$ cat config.mk
export PLATFORM = sky130hd
export DESIGN_NAME = tmfr_ctrl
export DESIGN_NICKNAME = d
export VERILOG_FILES = /design/src/rtl/tmfr_pkg.sv /design/src/rtl/tmfr_ctrl.sv
export SDC_FILE = /design/constraint.sdc
export NUM_CORES = 1
export LEC_CHECK = 0
export BUFFER_PORTS_ARGS = -buffer_cell sky130_fd_sc_hd__buf_2
export CORE_AREA = 2 2 39 41
export CTS_CLUSTER_SIZE = 14
export DETAILED_ROUTE_END_ITERATION = 6
export DIE_AREA = 0 0 41 43
export PLACE_DENSITY = 0.55
export SETUP_SLACK_MARGIN = 0.4
export SYNTH_ARGS = -nofsm -noshare
export SYNTH_HDL_FRONTEND = slang
export SYNTH_SLANG_ARGS = --single-unit
$ cat constraint.sdc
create_clock -name i_clk -period 3 [get_ports i_clk]
set_input_delay 0.6 -clock i_clk [delete_from_list [all_inputs] [get_ports i_clk]]
set_output_delay 0.6 -clock i_clk [all_outputs]
set_load 0.02 [all_outputs]
$ cat src/rtl/tmfr_pkg.sv
// shared types, constants and font table for the text framebuffer renderer
// no dependencies; imported by tmfr_ctrl, tmfr_dp and the top level
package tmfr_pkg;

    localparam int DISPLAY_WIDTH  = 128;
    localparam int DISPLAY_HEIGHT = 64;
    localparam int PAGE_COUNT     = (DISPLAY_HEIGHT + 7) / 8;
    localparam int STORE_BYTES    = PAGE_COUNT * DISPLAY_WIDTH;
    localparam int ADDR_W         = $clog2(STORE_BYTES);

    localparam int GLYPH_FIRST = 32;
    localparam int GLYPH_LAST  = 127;
    localparam int GLYPH_COLS  = 5;
    localparam int ADVANCE     = 6;
    localparam int LINE_STEP   = 8;
    localparam int NEWLINE     = 10;

    // two page bytes per glyph column
    localparam int STEP_COUNT = 2 * GLYPH_COLS;
    localparam int STEP_W     = $clog2(STEP_COUNT);
    localparam int STEP_LAST  = STEP_COUNT - 1;

    typedef enum logic [1:0] {
        ACT_CLEAR = 2'd0,
        ACT_START = 2'd1,
        ACT_DRAW  = 2'd2,
        ACT_READ  = 2'd3
    } t_action;

    typedef enum logic [2:0] {
        S_INIT,
        S_IDLE,
        S_CLEAR,
        S_DRAW,
        S_DRAIN,
        S_RD,
        S_RESP
    } t_state;

    typedef struct packed {
        logic capture;
        logic clear_step;
        logic draw_step;
        logic read_issue;
        logic load_out;
    } t_dp_cmd;

    typedef struct packed {
        logic clear_last;
        logic step_last;
    } t_dp_status;

    // one glyph per entry, column 0 in the top byte, bit 0 is the top row
    localparam logic [39:0] FONT_ROM [96] = '{
        40'h0000000000, 40'h00005F0000, 40'h0007000700, 40'h147F147F14,
        40'h242A7F2A12, 40'h2313086462, 40'h3649552250, 40'h0005030000,
        40'h001C224100, 40'h0041221C00, 40'h14083E0814, 40'h08083E0808,
        40'h0050300000, 40'h0808080808, 40'h0060600000, 40'h2010080402,
        40'h3E5149453E, 40'h00427F4000, 40'h7249494946, 40'h2141494D33,
        40'h1814127F10, 40'h2745454539, 40'h3C4A494931, 40'h4121110907,
        40'h3649494936, 40'h464949291E, 40'h0036360000, 40'h0056360000,
        40'h0814224100, 40'h1414141414, 40'h4122140800, 40'h0201590906,
        40'h3E415D594E, 40'h7C1211127C, 40'h7F49494936, 40'h3E41414122,
        40'h7F4141221C, 40'h7F49494941, 40'h7F09090101, 40'h3E41415173,
        40'h7F0808087F, 40'h00417F4100, 40'h2040413F01, 40'h7F08142241,
        40'h7F40404040, 40'h7F020C027F, 40'h7F0408107F, 40'h3E4141413E,
        40'h7F09090906, 40'h3E4151215E, 40'h7F09192946, 40'h4649494931,
        40'h01017F0101, 40'h3F4040403F, 40'h1F2040201F, 40'h3F4038403F,
        40'h6314081463, 40'h0304780403, 40'h6151494543, 40'h007F414100,
        40'h0204081020, 40'h0041417F00, 40'h0402010204, 40'h4040404040,
        40'h0003070800, 40'h2054547840, 40'h7F48444438, 40'h3844444420,
        40'h384444487F, 40'h3854545418, 40'h087E090102, 40'h0C5252523E,
        40'h7F08040478, 40'h00447D4000, 40'h2040403D00, 40'h7F10284400,
        40'h00417F4000, 40'h7C04180478, 40'h7C08040478, 40'h3844444438,
        40'h7C14141408, 40'h081414187C, 40'h7C08040408, 40'h4854545420,
        40'h043F444020, 40'h3C4040207C, 40'h1C2040201C, 40'h3C4030403C,
        40'h4428102844, 40'h4C9090907C, 40'h4464544C44, 40'h0008364100,
        40'h0000770000, 40'h0041360800, 40'h0201020402, 40'h0000000000
    };

    function automatic logic is_glyph(input logic [7:0] code);
        return (int'(code) >= GLYPH_FIRST) && (int'(code) <= GLYPH_LAST);
    endfunction

    // seven drawn rows of one glyph column, blank for codes outside the font
    function automatic logic [6:0] glyph_col(input logic [7:0] code, input logic [2:0] col);
        logic [6:0]  idx;
        logic [39:0] row;
        logic [7:0]  bits;
        idx  = 7'(code - 8'(GLYPH_FIRST));
        row  = FONT_ROM[idx];
        bits = row[39 - 8 * int'(col) -: 8];
        if (!is_glyph(code)) begin
            bits = '0;
        end
        return bits[6:0];
    endfunction

    // rows of a page that lie on the display
    function automatic logic [7:0] row_mask(input logic [5:0] page);
        logic [7:0] m;
        for (int b = 0; b < 8; b++) begin
            m[b] = (int'(page) * 8 + b) < DISPLAY_HEIGHT;
        end
        return m;
    endfunction

endpackage

$ cat src/rtl/tmfr_ctrl.sv
// sequencer for the text framebuffer renderer: handshakes, action dispatch, result slot
// depends on tmfr_pkg; drives tmfr_dp through t_dp_cmd
module tmfr_ctrl
    import tmfr_pkg::*;
(
    input  logic       i_clk,
    input  logic       i_rst_n,
    input  logic       i_in_valid,
    input  logic [1:0] i_action,
    input  logic       i_out_ready,
    input  t_dp_status i_status,
    output logic       o_in_ready,
    output logic       o_out_valid,
    output t_dp_cmd    o_cmd
);

    t_state r_state, n_state;
    logic   r_out_valid, n_out_valid;

    always_ff @(posedge i_clk) begin
        if (!i_rst_n) begin
            r_state     <= S_INIT;
            r_out_valid <= 1'b0;
        end else begin
            r_state     <= n_state;
            r_out_valid <= n_out_valid;
        end
    end

    always_comb begin
        n_state    = r_state;
        o_cmd      = '0;
        o_in_ready = 1'b0;
        unique case (r_state)
            S_INIT: begin
                o_cmd.clear_step = 1'b1;
                if (i_status.clear_last) begin
                    n_state = S_IDLE;
                end
            end
            S_IDLE: begin
                o_in_ready = 1'b1;
                if (i_in_valid) begin
                    o_cmd.capture = 1'b1;
                    unique case (t_action'(i_action))
                        ACT_CLEAR: n_state = S_CLEAR;
                        ACT_START: n_state = S_RESP;
                        ACT_DRAW:  n_state = S_DRAW;
                        ACT_READ:  n_state = S_RD;
                        default:   n_state = S_RESP;
                    endcase
                end
            end
            S_CLEAR: begin
                o_cmd.clear_step = 1'b1;
                if (i_status.clear_last) begin
                    n_state = S_RESP;
                end
            end
            S_DRAW: begin
                o_cmd.draw_step = 1'b1;
                if (i_status.step_last) begin
                    n_state = S_DRAIN;
                end
            end
            // last read-modify-write lands here
            S_DRAIN: n_state = S_RESP;
            S_RD: begin
                o_cmd.read_issue = 1'b1;
                n_state = S_RESP;
            end
            S_RESP: begin
                if (!r_out_valid || i_out_ready) begin
                    o_cmd.load_out = 1'b1;
                    n_state = S_IDLE;
                end
            end
            default: n_state = S_INIT;
        endcase
    end

    always_comb begin
        if (o_cmd.load_out) begin
            n_out_valid = 1'b1;
        end else if (i_out_ready) begin
            n_out_valid = 1'b0;
        end else begin
            n_out_valid = r_out_valid;
        end
    end

    assign o_out_valid = r_out_valid;

`ifndef NO_ASSERTIONS
    a_draw_ends: assert property (@(posedge i_clk) disable iff (!i_rst_n)
        (r_state == S_DRAW && i_status.step_last) |=> (r_state == S_DRAIN))
        else $error("draw sequence did not end after last step");
    a_read_resp: assert property (@(posedge i_clk) disable iff (!i_rst_n)
        (r_state == S_RD) |=> (r_state == S_RESP))
        else $error("read did not move to response");
    a_no_overwrite: assert property (@(posedge i_clk) disable iff (!i_rst_n)
        (r_out_valid && !i_out_ready) |=> r_out_valid)
        else $error("pending result dropped");
`endif

endmodule

==> implementation parameters <==
Parameter                              Value

Power
  Power density normalized to cell area ... 765.6 mW/mm2
  Net switching power figure ... 132.8 uW
  Total power ... 322.8 uW
  Share of power burned in combinational logic ... 0.480
  Cell-internal power ... 190.1 uW
  Share of power burned in the clock network ... 0.199
  Leakage Power ... 0.1918 nW
  Proportion of total power due to net switching ... 0.4113
  VDD IR-drop max ... 231.1 uV
  Fraction of power consumed by sequential logic ... 0.321

Logic synthesis
  Unique masters post-synth ... 22
  Ys Warns ... 0
  Asr flop ratio synth ... 0
  Number of synthesized register bits ... 4
  Largest cells by area after synthesis ... dfxtp_1, nor2b_1, buf_6
  Cell area after synthesis ... 346.6 um2
  Gate count after technology mapping ... 40
  Commonest cells post-synth ... nor2_1, nor2b_1, dfxtp_1
  Syn nets ... 48
  Library cell with the largest summed area after synthesis ... dfxtp_1
  Most frequently used flop master after synthesis ... dfxtp_1
  Share of the synthesized area in the top cell type ... 0.2310
  Average footprint of a synthesized cell ... 8.665 um2
  Count of flip-flops with a built-in enable after synthesis ... 0
  Sequential-to-total area share from yosys stat ... 0.2310

Clock tree
  Count of instances resized after the clock tree is built ... 0
  Number of buffers created by CTS ... 3
  Number of sinks handled by clock tree synthesis ... 4
  Post-CTS setup-driven buffer insertion count ... 0
  Root buffer cell ... clkbuf_4
  H-Tree Level Count ... 1
  Clock edge transition at the registers on the reported setup and hold paths ... 0.04 ns
  Clock Path Buffers ... 2
  Clock tree from TritonCTS ... built
  Hold_buf cts ... 0
  Clk Latency, worst-skew pair ... 0.23 ns

Worst setup path
  Beginning of the critical path ... r_state[2]
  Arrival time of data at the critical path endpoint ... 1.33 ns
  Crit path capture type ... primary output
  Required time at the endpoint of the critical path ... 2.40 ns
  Start of the worst register-to-register path ... r_state[1]
  Delay contributed by the slowest stage of the critical path ... 0.51 ns
  Family with the most delay on the worst path ... flip-flops
  Slack of the worst reg-to-reg path ... 1.72 ns
  Total buffers and inverters traversed by the critical path ... 1
  Crit Path Max Fanout ... 10
  Startpoint types ... register
  Slowest library cell on the worst path ... dfxtp_1
  Critical path start-end classification ... reg2out
  Cells traversed along the worst timing path ... nand2b_4, nor2_1, and2_1, buf_2

Timing
  Worst slew pin tran ... 0.3550 ns
  Worst hold slack after final layout ... 0.6137 ns
  Final-layout setup total negative slack ... 0 ns
  Headroom to the max-slew limit ... 0.7630
  Fmax ... 518.9 MHz
  Number of failing setup endpoints in the final timing report ... 0
  Unrepaired setup endpoints after global routing ... no
  Final critical-path share of the clock period ... 0.6423
  Largest clock skew in the final design ... 0.003727 ns
  Number of hold-slack violations in the final timing report ... 0
  Clock period minus final worst setup slack ... 1.927 ns
  Final Slew Violations ... 0

GRT
  Peak-usage layer in the global routing report ... met1
  Antenna violations before repair ... 0
  Vias in the first global route ... 256
  Largest net degree at the start of global routing ... 12
  Global-route wire length before repair ... 1048 um
  Global-route met2 utilization ... 0.1125
  Met1 routing resource usage after global routing ... 0.1246
  Overall Global Routing Usage ... 0.08717
  Met3 GRT Util ... 0.03141
  Residual overflow from global routing ... 0

Drt
  DRC ... 0
  Total wire length after detailed routing ... 710 um
  Number of routed nets with antenna violations ... 0
  Detailed router's first-iteration violation count ... 13
  Post-DR vias/cell ... 4.522
  Drt first pass iters ... 4
  Vias post-DR ... 312
  Detailed-route wire length per cell ... 10.29 um

Die
  Num rows ... 14
  Die span in y ... 43 um
  CORE AREA ... 0.001384 mm2
  Initial Utilization ... 0.2505
  Die Footprint ... 0.001763 mm2
  I/O pin count ... 15
  Horizontal die dimension ... 41 um

Final layout
  Area growth syn-to-layout ... 21.66%
  Final instance area ... 421.7 um2
  Nets ... 63
  Antenna Cells ... 0
  Share of cells above drive strength 1 ... 0.4528
  Share of the core filled with cells in the final layout ... 0.3047

Placement
  Global placer's final weighted congestion ... 0.6532
  Port buffer count ... 14
  Area after detailed placement ... 399.1 um2
  HPWL after detailed placement ... 542.1 um

Worst hold path
  Worst Hold Class ... reg2reg
  Startpoint of the tightest hold check path ... r_state[1]

Outcome
  Outcome ... completed

Job
  Reported max-cap violation count ... 0
## tightest hold or removal path, delay by kind of cell, from the launching register on
kind,cells,cell delay (ns)
flip-flops,1,0.40
multiplexers,1,0.06
AND/OR/NAND/NOR,1,0.10
## per-layer routing
layer | part of all wire | wire [um]
met5 | 0 | 0
met4 | 0 | 0
met3 | 0.037 | 26
met2 | 0.45 | 320
met1 | 0.51 | 363
## power groups by stage
stage / logic (mW) / clock network [mW] / registers, mW
finish: 0.155 / 0.0644 / 0.104
global route: 0.171 / 0.0715 / 0.109
global placement: 0.156 / 0 / 0.105
detailed placement: 0.156 / 0 / 0.104
CTS: 0.157 / 0.0677 / 0.103
floorplan: 0.167 / 0 / 0.0734
## kinds of logic (layout without fill, tap and decap cells)
group,Yosys count,count (layout),synth area share
multiplexers,1,1,0.02888
flip-flops,4,4,0.2311
buffers and inverters,5,18,0.1191
AND/OR/NAND/NOR,21,21,0.3574
AO/OA/AOI/OAI,9,9,0.2635
## worst paths after layout
check               endpoint  depth (start not counted)
hold reg to reg   r_state[1]                          2
setup / recovery    o_cmd[4]                          4
hold / removal    r_state[1]                          2
setup reg to reg  r_state[2]                          4
## registers in the layout, indices dropped and copies added (netlist names)
name	cells
o_out_valid	1
r_state	3
## metrics by stage
stage | std cells | worst slack [ns]
detailed placement | 66 | 1.260
finish | 69 | 1.073
floorplan | 40 | 1.240
CTS | 69 | 1.059
global route | 69 | 0.9809
global placement | 66 | 1.282
## cell type report
| type | instances | area, um2 |
|---|---|---|
| Clock buffer | 3 | 22.52 |
| Fill cell | 153 | 962.2 |
| Inverter | 1 | 3.754 |
| Multi-Input combinational cell | 31 | 225.2 |
| Sequential cell | 4 | 80.08 |
| Tap cell | 16 | 20.02 |
| Timing Repair Buffer | 14 | 70.07 |
## layout by cell type, fill, tap and decap left out
| cell type | Yosys | final |
|---|---|---|
| nor3_1 | 3 | 3 |
| and3_2 | 1 | 1 |
| buf_2 | 0 | 14 |
| o21ai_0 | 1 | 1 |
| nand2b_4 | 1 | 1 |
| a311o_2 | 1 | 1 |
| inv_1 | 1 | 1 |
| dfxtp_1 | 4 | 4 |
| clkbuf_4 | 0 | 3 |
| o21a_1 | 1 | 1 |
| nand2_1 | 3 | 3 |
| o31ai_2 | 1 | 1 |
| and2_1 | 2 | 2 |
| o311a_1 | 1 | 1 |
| nor2_1 | 5 | 5 |
| and4b_4 | 1 | 1 |
| o21bai_4 | 1 | 1 |
| o211ai_1 | 1 | 1 |
| a32oi_1 | 1 | 1 |
| mux2i_1 | 1 | 1 |
| a211o_2 | 1 | 1 |
| nor2b_1 | 5 | 5 |
Note: power is estimated with default switching activity, not from simulation.
